[src/rtl/core/wete_pkg.sv]
// Shared types and codes for the weighted edge table engine.
`default_nettype none
package wete_pkg;

  localparam logic [2:0] REQ_ADD_NODE  = 3'd0;
  localparam logic [2:0] REQ_DEL_NODE  = 3'd1;
  localparam logic [2:0] REQ_ADD_EDGE  = 3'd2;
  localparam logic [2:0] REQ_DEL_EDGE  = 3'd3;
  localparam logic [2:0] REQ_FIND_EDGE = 3'd4;
  localparam logic [2:0] REQ_CLEAR     = 3'd5;

  typedef enum logic [2:0] {
    ST_OK           = 3'd0,
    ST_NODE_MISSING = 3'd1,
    ST_NODE_EXISTS  = 3'd2,
    ST_END_MISSING  = 3'd3,
    ST_EDGE_MISSING = 3'd4,
    ST_SELF_LOOP    = 3'd5,
    ST_FULL         = 3'd6
  } status_t;

  typedef enum logic [2:0] {
    S_CLEAR,
    S_IDLE,
    S_DECIDE,
    S_SCAN,
    S_FINISH,
    S_WRD,
    S_DONE
  } state_t;

  typedef struct packed {
    logic       valid;
    logic [7:0] src;
    logic [7:0] dst;
  } ent_t;

  typedef struct packed {
    logic hit_pair;
    logic hit_node;
    logic slot_free;
  } match_t;

endpackage
`default_nettype wire

[src/rtl/core/wete_match.sv]
// Entry compare unit shared by every table scan.
`default_nettype none
module wete_match (
  input  wete_pkg::ent_t   entry,
  input  logic [7:0]       node_a,
  input  logic [7:0]       node_b,
  output wete_pkg::match_t hit
);
  logic src_eq;
  logic dst_eq_b;
  logic dst_eq_a;

  assign src_eq   = (entry.src == node_a);
  assign dst_eq_b = (entry.dst == node_b);
  assign dst_eq_a = (entry.dst == node_a);

  assign hit.hit_pair  = entry.valid & src_eq & dst_eq_b;
  assign hit.hit_node  = entry.valid & (src_eq | dst_eq_a);
  assign hit.slot_free = ~entry.valid;
endmodule
`default_nettype wire

[config.mk]
export PLATFORM = sky130hd
export DESIGN_NAME = wete_match
export DESIGN_NICKNAME = d
export VERILOG_FILES = /design/src/rtl/core/wete_pkg.sv /design/src/rtl/core/wete_match.sv
export SDC_FILE = /design/constraint.sdc
export NUM_CORES = 1
export LEC_CHECK = 0
export ABC_AREA = 1
export ABC_CLOCK_PERIOD_IN_PS = 900
export BUFFER_PORTS_ARGS = -buffer_cell sky130_fd_sc_hd__buf_2
export CAP_MARGIN = 20
export CORE_AREA = 2 2 39 41
export DETAILED_ROUTE_END_ITERATION = 8
export DIE_AREA = 0 0 41 43
export SYNTH_ARGS = -nofsm -noshare
export SYNTH_HDL_FRONTEND = slang
export SYNTH_SLANG_ARGS = --single-unit
[constraint.sdc]
create_clock -name vclk -period 0.9
set_input_delay 0.045 -clock vclk [all_inputs]
set_output_delay 0.045 -clock vclk [all_outputs]
set_load 0.05 [all_outputs]
==> run summary, run 1 <==
================================================================================
Outcome                                                             finished with violations
Violated checks                                                     negative setup slack
Vias per std cell                                                           4.30
Wire length of the first global-routing pass                             1660 um
Standard-cell rows                                                            14
Sequential area share after synthesis                                         0%
Detailed Place HPWL                                                       810 um
Leak pwr                                                                0.394 nW
Hold Path Class                                                        in -> out
Int Power                                                               0.192 mW
Wire length per cell after detailed routing                              8.92 um
Worst relative slew slack                                                  81.7%
Layout clock buffer count                                                      0
Synthesized Nets                                                             103
Share of total power in combinational logic                               100.0%
Sequential standard cell area                                              0 um2
Shortest period the worst path allows                                   0.967 ns
Slew Viols, Final                                                              0
Critical Path Source Type                                             input port
Worst hold slack                                                        0.458 ns
Unrepaired setup endpoints after global routing                              yes
Crit Path Category                                                     in -> out
Layout filler cell count                                                     136
Dpl cells                                                                    122
Arrival time of data at the critical path endpoint                       0.92 ns
Sequential cell count of the final layout                                      0
Setup slack of the critical path after layout                         -0.0672 ns
Critical path launch point                                             node_a[6]
Hold Path End                                                             hit[0]
Synth warn                                                                     0
Initial Util                                                               25.9%
Final weighted congestion in routability-driven placement                  0.665
Detailed Route Iter0 Violations                                                3
Sum of negative setup slack                                           -0.0922 ns
Maximum ir drop on the vdd rail                                       0.000168 V
Total wire length after detailed routing                                 1090 um
Instance count of the mapped netlist                                          70
Floorplan core area                                                  0.00138 mm2
Final cycle utilization of the critical path                                107%
Number of failing setup endpoints in the final timing report                   2
P_sw                                                                    0.140 mW
Maximum number of pins on one net before global-route repair                   5
Number of hold-slack violations in the final timing report                     0
Fraction of final layout cells with drive strength greater than 1          53.8%
Clk pwr share                                                                 0%
Number of antenna violations at the first check in global routing              0
Sequential fraction of design power                                           0%
Global route overflow                                                          0
F_max                                                                   1.03 GHz
Area share of the largest cell type after synthesis                        31.8%
Power per cell area                                                   437 mW/mm2
Cell types occupying the most area after synthesis                  sky130_fd_sc_hd__xnor2_1 32%, sky130_fd_sc_hd__nand2_1 28%, sky130_fd_sc_hd__inv_1 12%, sky130_fd_sc_hd__nor2_1 7.3%, sky130_fd_sc_hd__o21ai_0 7.0%
Worst hold path cell count                                                     3
Number of port buffers                                                        36
TritonRoute pass-1 iters                                                       4
Vias                                                                         525
Number of global-route vias before repair                                    462
Number of maximum-capacitance violations                                       0
Horizontal extent of the die                                               41 um
Number of antenna diodes                                                       0
Final core occ                                                             54.9%
Startpoint of the lowest-slack hold path                               entry[16]
Worst Path Max Fanout                                                          2
Switching part of the total                                                42.1%
Required time of the critical path                                       0.85 ns
Transition time at the pin with the least slew margin                   0.272 ns
Io pins                                                                       36
Synthesized area per cell                                               5.11 um2
Overall track demand over capacity in global routing                       12.9%
Biggest area consumer among synthesized cells                       sky130_fd_sc_hd__xnor2_1
Number of remaining DRC errors                                                 0
Cell area after synthesis                                                358 um2
Die H                                                                      43 um
Number of antenna-violating nets in the routed design                          0
Critical Path Sink Type                                             primary output
P&R area growth vs syn                                                      112%
Die Area                                                             0.00176 mm2
Non-filler cells in the finished layout                                      122
Count of buffers added by post-CTS timing repair for setup                     0
Nets                                                                         141
Synth cell types                                                              11
================================================================================
[kinds of logic (layout without fill, tap and decap cells)]
group,count (synthesis),count (layout),share of synthesized area (%)
simple gates,38,38,43.4
xor+xnor,15,15,36.7
buf+inv,11,47,11.5
compound gates,6,6,8.39
[per-layer routing]
| metal | wire (um) | track usage, % | vias to the layer above |
|---|---|---|---|
| met5 | 0 | 0 | - |
| met4 | 9 | 0 | 0 |
| met3 | 64 | 0 | 2 |
| met2 | 608 | 24.4 | 14 |
| met1 | 405 | 16.3 | 230 |
| li1 | - | - | 279 |
[layout by cell type, fill, tap and decap left out]
cell	count
sky130_fd_sc_hd__a21oi_4	1
sky130_fd_sc_hd__buf_2	18
sky130_fd_sc_hd__buf_6	16
sky130_fd_sc_hd__buf_8	2
sky130_fd_sc_hd__inv_1	5
sky130_fd_sc_hd__inv_2	6
sky130_fd_sc_hd__nand2_1	25
sky130_fd_sc_hd__nand2_2	2
sky130_fd_sc_hd__nand3_1	1
sky130_fd_sc_hd__nor2_1	4
sky130_fd_sc_hd__nor2_2	3
sky130_fd_sc_hd__nor2_4	1
sky130_fd_sc_hd__nor3_2	1
sky130_fd_sc_hd__o21ai_0	1
sky130_fd_sc_hd__o21ai_1	4
sky130_fd_sc_hd__or2_0	1
sky130_fd_sc_hd__xnor2_1	6
sky130_fd_sc_hd__xnor2_2	7
sky130_fd_sc_hd__xor2_1	2
[critical path, stage by stage]
cell	delay, ns
sky130_fd_sc_hd__buf_8	0.10
sky130_fd_sc_hd__xnor2_2	0.15
sky130_fd_sc_hd__nand2_1	0.08
sky130_fd_sc_hd__nor2_2	0.12
sky130_fd_sc_hd__nand2_2	0.10
sky130_fd_sc_hd__a21oi_4	0.16
sky130_fd_sc_hd__buf_6	0.17
[power groups by stage]
| stage | Combinational [mW] | Sequential, mW | Clock (mW) |
|---|---|---|---|
| after global placement | 0.238 | 0 | 0 |
| after floorplan | 0.131 | 0 | 0 |
| after CTS | 0.317 | 0 | 0 |
| after global routing | 0.365 | 0 | 0 |
| after detailed placement | 0.240 | 0 | 0 |
| final | 0.332 | 0 | 0 |
[stage by stage]
step / worst slack, ns / power (mW) / area [um2]
4_1_cts: -0.0544 / 0.317 / 733
3_5_place_dp: -0.183 / 0.240 / 574
5_1_grt: -0.125 / 0.365 / 759
2_1_floorplan: 0.0516 / 0.131 / 374
6_report: -0.0672 / 0.332 / 759
3_3_place_gp: -0.206 / 0.238 / 574
[Yosys cell counts]
cell / number
sky130_fd_sc_hd__nand2_1: 27
sky130_fd_sc_hd__xnor2_1: 13
sky130_fd_sc_hd__inv_1: 11
sky130_fd_sc_hd__nor2_1: 7
sky130_fd_sc_hd__o21ai_0: 5
sky130_fd_sc_hd__xor2_1: 2
sky130_fd_sc_hd__a21oi_1: 1
sky130_fd_sc_hd__nand3_1: 1
sky130_fd_sc_hd__nor2_2: 1
sky130_fd_sc_hd__nor3_2: 1
sky130_fd_sc_hd__or2_0: 1
[how the worst max path moves through the flow]
stage / endpoint / slack, ns / cells past startpoint
3_3_place_gp: hit[1] / -0.21 / 7
3_5_place_dp: hit[1] / -0.18 / 7
4_1_cts: hit[2] / -0.05 / 9
6_report: hit[1] / -0.07 / 7
5_1_grt: hit[2] / -0.12 / 9
2_1_floorplan: hit[1] / 0.05 / 5
[what timing repair did]
action | in CTS | in global routing
cloned | 0 | 0
endpoints found under the setup margin | 2 | 2
gates resized for setup | 37 | 7
pin swaps | 24 | 8
hold buffers | 0 | 0
[layout make-up]
| type | count | area [um2] | area share [%] |
|---|---|---|---|
| timing repair buffer | 36 | 300 | 39.5 |
| tap | 16 | 20.0 | 2.64 |
| inverter | 11 | 41.3 | 5.44 |
| multi-input combinational | 59 | 398 | 52.4 |
Note: power is estimated with default switching activity, not from simulation.
==> run 2: changes to the inputs <==
--- a/config.mk
+++ b/config.mk
@@ -5,7 +5,6 @@
 export SDC_FILE = /design/constraint.sdc
 export NUM_CORES = 1
 export LEC_CHECK = 0
-export ABC_AREA = 1
 export ABC_CLOCK_PERIOD_IN_PS = 900
 export BUFFER_PORTS_ARGS = -buffer_cell sky130_fd_sc_hd__buf_2
 export CAP_MARGIN = 20
==> run 2 against run 1 <==
The run still ends with negative setup slack left; first-iteration DRC count decreased by 67%; final cell count shrank 19%; worst hold slack better by 0.0072 ns; utilization decreased by 4.6 points; final area is 8.4% lower; critical path depth is 1 lower; setup slack worse by 0.24 ns; routed wire length down 14%; critical path type unchanged; critical endpoint is now hit[2]; highest routed layer is now met3.
==> run summary, run 2 <==
================================================================================
Required time of the critical path                                       0.85 ns
Area share of the largest cell type after synthesis                        66.5%
Leak pwr                                                                0.339 nW
Number of remaining DRC errors                                                 0
Count of buffers added by post-CTS timing repair for setup                     0
Crit Path Category                                                     in -> out
Unrepaired setup endpoints after global routing                              yes
Hold Path Class                                                        in -> out
Critical Path Sink Type                                             primary output
Power per cell area                                                   423 mW/mm2
Post-route design area                                                   696 um2
Sequential standard cell area                                              0 um2
Setup slack of the critical path after layout                          -0.309 ns
Die H                                                                      43 um
Worst hold slack                                                        0.465 ns
Initial Util                                                               20.0%
Layout filler cell count                                                     149
F_max                                                                  0.827 GHz
Placement Cell Area                                                      579 um2
Final weighted congestion in routability-driven placement                  0.625
Synth warn                                                                     0
Number of maximum-capacitance violations                                       0
Floorplan core area                                                  0.00138 mm2
Slew Viols, Final                                                              0
Multi-input gate area in the final layout                                333 um2
Global route overflow                                                          0
Cell types occupying the most area after synthesis                  sky130_fd_sc_hd__xor2_1 67%, sky130_fd_sc_hd__nor4_1 11%, sky130_fd_sc_hd__xnor2_1 9.5%, sky130_fd_sc_hd__nor4_2 4.5%, sky130_fd_sc_hd__nand2_1 2.7%
Final cycle utilization of the critical path                                134%
Most instantiated library cell after synthesis                      sky130_fd_sc_hd__xor2_1
TritonRoute pass-1 iters                                                       2
Vias                                                                         423
Wire length of the first global-routing pass                             1330 um
Io pins                                                                       36
Highest-count cells in the layout ignoring fill and taps            25 x sky130_fd_sc_hd__buf_2, 18 x sky130_fd_sc_hd__xor2_1, 12 x sky130_fd_sc_hd__buf_4
Number of port buffers                                                        36
Worst Path Max Fanout                                                          2
Biggest area consumer among synthesized cells                       sky130_fd_sc_hd__xor2_1
Sequential area share after synthesis                                         0%
Wire length per cell after detailed routing                              9.46 um
Number of antenna-violating nets in the routed design                          0
Outcome                                                             finished with violations
Instance count of the mapped netlist                                          35
Sum of negative setup slack                                            -0.548 ns
Total wire length after detailed routing                                  937 um
Standard-cell rows                                                            14
Number of antenna violations at the first check in global routing              0
Nets                                                                         118
Fraction of final layout cells with drive strength greater than 1          68.7%
Maximum ir drop on the vdd rail                                       0.000181 V
Layout clock buffer count                                                      0
Arrival time of data at the critical path endpoint                       1.16 ns
Violated checks                                                     negative setup slack
Most common cell after layout, fill and taps aside                  sky130_fd_sc_hd__buf_2
Sequential cell count of the final layout                                      0
Maximum number of pins on one net before global-route repair                   4
Critical Path Source Type                                             input port
Hold bufs inserted after CTS                                                   0
Worst hold path cell count                                                     3
Vias per std cell                                                           4.27
Number of antenna diodes                                                       0
Cell area after synthesis                                                277 um2
Transition time at the pin with the least slew margin                   0.245 ns
Dpl cells                                                                     99
Detailed Route Iter0 Violations                                                1
Non-filler cells in the finished layout                                       99
Startpoint of the lowest-slack hold path                               entry[16]
Number of failing setup endpoints in the final timing report                   2
Critical path launch point                                              entry[0]
Die Area                                                             0.00176 mm2
Number of hold-slack violations in the final timing report                     0
Synthesized Nets                                                              68
Worst relative slew slack                                                  83.6%
Final Power                                                             0.294 mW
Number of global-route vias before repair                                    381
Horizontal extent of the die                                               41 um
Synth cell types                                                               8
Synthesized area per cell                                               7.90 um2
CP Capture Point                                                          hit[2]
List of most frequent post-synthesis cells                          21 x sky130_fd_sc_hd__xor2_1, 5 x sky130_fd_sc_hd__nor4_1, 3 x sky130_fd_sc_hd__xnor2_1
Shortest period the worst path allows                                    1.21 ns
P&R area growth vs syn                                                      152%
Overall track demand over capacity in global routing                       10.3%
================================================================================
[run 2: changes by cell type in the layout (fill, tap and decap cells not counted), moves of 5 or more]
cell                      delta
sky130_fd_sc_hd__xnor2_2     -7
sky130_fd_sc_hd__nand2_1    -23
sky130_fd_sc_hd__inv_2       -6
sky130_fd_sc_hd__buf_6       -5
sky130_fd_sc_hd__buf_2       +7
sky130_fd_sc_hd__buf_4      +12
sky130_fd_sc_hd__xor2_1     +16
[run 2: per-stage QoR]
stage,worst slack [ns],utilization [%]
2_1_floorplan,-0.389,-
3_3_place_gp,-0.495,41.9
3_5_place_dp,-0.537,41.9
4_1_cts,-0.404,45.6
5_1_grt,-0.398,50.3
6_report,-0.309,50.3
[run 2: critical path: stages]
cell and delay (ns):
sky130_fd_sc_hd__buf_6 0.09, sky130_fd_sc_hd__xor2_1 0.16, sky130_fd_sc_hd__nor4_2 0.28, sky130_fd_sc_hd__nand4_1 0.20
sky130_fd_sc_hd__nor4_4 0.19, sky130_fd_sc_hd__buf_6 0.19
[run 2: timing repair]
action                                  4_1_cts  5_1_grt
endpoints found under the hold margin         0        0
endpoints found under the setup margin        2        2
pin swaps                                     8       10
resized for setup                            10       13
[run 2: cell type report]
type	count	share of cell area (%)
multi-input cells	34	47.8
inverters	1	0.540
repair buffers	48	48.7
well taps	16	2.88
[run 2: kinds of logic after synthesis]
group | count (synthesis) | share of synthesized area (%)
and+or+nand+nor | 9 | 20.8
AOI/OAI and AO/OA | 1 | 1.81
buffers and inverters | 1 | 1.36
xor gates and xnor gates | 24 | 76.0
[run 2: how the worst min path moves through the flow]
stage	endpoint
2_1_floorplan	hit[0]
3_3_place_gp	hit[0]
3_5_place_dp	hit[0]
4_1_cts	hit[0]
5_1_grt	hit[0]
6_report	hit[0]
[run 2: power by group]
group | leakage, nW | internal [mW] | switching, mW
registers | 0 | 0 | 0
logic | 0.339 | 0.170 | 0.124
clock network | 0 | 0 | 0
[run 2: layer usage]
layer	track usage, %	part of all wire (%)	vias to the layer above
met5	0	0	-
met4	0	0	0
met3	0	9.5	0
met2	20.6	54	23
met1	11.7	36	188
li1	-	-	212
==> run 3: changes to the inputs <==
--- a/config.mk
+++ b/config.mk
@@ -11,6 +11,7 @@
 export CORE_AREA = 2 2 39 41
 export DETAILED_ROUTE_END_ITERATION = 8
 export DIE_AREA = 0 0 41 43
+export REMOVE_ABC_BUFFERS = 1
 export SYNTH_ARGS = -nofsm -noshare
 export SYNTH_HDL_FRONTEND = slang
 export SYNTH_SLANG_ARGS = --single-unit
==> run 3 against run 2 <==
The run still ends with negative setup slack left; utilization fell by 4.7 points; setup slack got worse by 0.0010 ns; sequential share of layout area unchanged; worst hold slack lost 0.037 ns; count of clock-buffer cells in the layout is the same; total power down 8.7%; die area stayed put; routed wire length decreased by 6.6%.
==> run summary, run 3 (synthesis gave the netlist of run 2 again) <==
================================================================================
Outcome                                                             finished with violations
Violated checks                                                     negative setup slack
Detailed Place HPWL                                                       777 um
Startpoint of the lowest-slack hold path                               entry[16]
Global route overflow                                                          0
Number of antenna-violating nets in the routed design                          0
Vias                                                                         411
F_max                                                                  0.826 GHz
Die H                                                                      43 um
Layout filler cell count                                                     163
Hold Path Class                                                        in -> out
Clk pwr share                                                                 0%
Setup slack of the critical path after layout                          -0.310 ns
Sequential fraction of design power                                           0%
Hold Path End                                                             hit[0]
Post-route design area                                                   631 um2
Int Power                                                               0.157 mW
Layout clock buffer count                                                      0
Placement Cell Area                                                      559 um2
Number of buffers and inverters on the critical path                           2
Die Area                                                             0.00176 mm2
Total wire length after detailed routing                                  875 um
Arrival time of data at the critical path endpoint                       1.17 ns
Longest individual stage delay on the worst path                         0.28 ns
TritonRoute pass-1 iters                                                       2
Detailed Route Iter0 Violations                                                1
Number of antenna violations at the first check in global routing              0
Most common cell after layout, fill and taps aside                  sky130_fd_sc_hd__buf_2
Final weighted congestion in routability-driven placement                  0.626
Critical Path Sink Type                                             primary output
Critical Path Source Type                                             input port
Number of remaining DRC errors                                                 0
Sequential cell count of the final layout                                      0
Standard-cell rows                                                            14
Wire length of the first global-routing pass                             1260 um
Initial Util                                                               20.0%
Share of total power in combinational logic                               100.0%
Maximum number of pins on one net before global-route repair                   4
P&R area growth vs syn                                                      128%
Overall track demand over capacity in global routing                       9.69%
Worst relative slew slack                                                  82.7%
Crit Path Category                                                     in -> out
Number of maximum-capacitance violations                                       0
Shortest period the worst path allows                                    1.21 ns
Required time of the critical path                                       0.85 ns
Sequential standard cell area                                              0 um2
Number of hold-slack violations in the final timing report                     0
Maximum ir drop on the vdd rail                                       0.000150 V
Unrepaired setup endpoints after global routing                              yes
Largest delay contributor family on the critical path               simple AND/OR/NAND/NOR gates
Horizontal extent of the die                                               41 um
Transition time at the pin with the least slew margin                   0.257 ns
Switching part of the total                                                41.7%
Worst Path Max Fanout                                                          2
Leak pwr                                                                0.323 nW
Slew Viols, Final                                                              0
Number of antenna diodes                                                       0
Hold bufs inserted after CTS                                                   0
Vias per std cell                                                           4.15
Fraction of final layout cells with drive strength greater than 1          62.7%
Number of failing setup endpoints in the final timing report                   2
Wire length per cell after detailed routing                              8.84 um
Cell with the largest stage delay on the worst path                 sky130_fd_sc_hd__nor4_1
Number of global-route vias before repair                                    363
Number of port buffers                                                        36
Nets                                                                         118
Sum of negative setup slack                                            -0.564 ns
Final cycle utilization of the critical path                                134%
Worst hold path cell count                                                     3
P_sw                                                                    0.112 mW
Power per cell area                                                   426 mW/mm2
Highest-count cells in the layout ignoring fill and taps            29 x sky130_fd_sc_hd__buf_2, 20 x sky130_fd_sc_hd__xor2_1, 12 x sky130_fd_sc_hd__buf_4
Cell chain of the critical path                                     buf_6 -> xor2_1 -> nor4_1 -> nand2_1 -> nor4_2 -> buf_4
Floorplan core area                                                  0.00138 mm2
Io pins                                                                       36
================================================================================
[run 3: power groups by stage]
stage	combinational, mW	sequential (mW)	clock (mW)
2_1_floorplan	0.0911	0	0
3_3_place_gp	0.238	0	0
4_1_cts	0.251	0	0
5_1_grt	0.295	0	0
6_report	0.269	0	0
3_5_place_dp	0.239	0	0
[run 3: worst max path at each step]
| stage | slack [ns] | to | depth (start not counted) | from |
|---|---|---|---|---|
| final | -0.31 | hit[2] | 6 | node_a[1] |
| after CTS | -0.37 | hit[2] | 6 | node_a[0] |
| after detailed placement | -0.42 | hit[2] | 6 | node_b[4] |
| after global placement | -0.45 | hit[2] | 6 | node_a[5] |
| after global routing | -0.41 | hit[2] | 6 | node_a[6] |
| after floorplan | -0.66 | hit[2] | 4 | entry[13] |
[run 3: per-stage QoR]
step	util [%]	hold slack, ns	std cells	power [mW]	setup WS, ns
6_report	45.6	0.428	99	0.269	-0.310
5_1_grt	45.6	0.457	99	0.295	-0.411
4_1_cts	42.2	0.427	99	0.251	-0.366
3_5_place_dp	40.4	0.425	98	0.239	-0.422
3_3_place_gp	40.4	0.423	98	0.238	-0.446
2_1_floorplan	-	0.287	35	0.0911	-0.658
[run 3: tightest hold or removal path: cells and delay by family]
| family | cells | cell delay [ns] |
|---|---|---|
| buffers and inverters | 3 | 0.34 |
[run 3: area by class of cell]
cell class / count / area, um2 / share of cell area (%)
inverter: 1 / 3.75 / 0.595
multi-input combinational: 34 / 293 / 46.4
tap: 16 / 20.0 / 3.17
timing repair buffer: 48 / 314 / 49.8
[run 3: timing repair]
item / 4_1_cts / 5_1_grt
pin swaps: 8 / 5
buffers inserted: 1 / 0
setup endpoints to repair: 2 / 2
resized for setup: 4 / 9
endpoints found under the hold margin: 0 / 0
[run 3: layer usage]
metal	vias up	track usage [%]	wire length, um
met5	-	0	0
met4	0	0	0
li1	216	-	-
met2	24	17.5	424
met3	0	0	91
met1	171	13.0	359
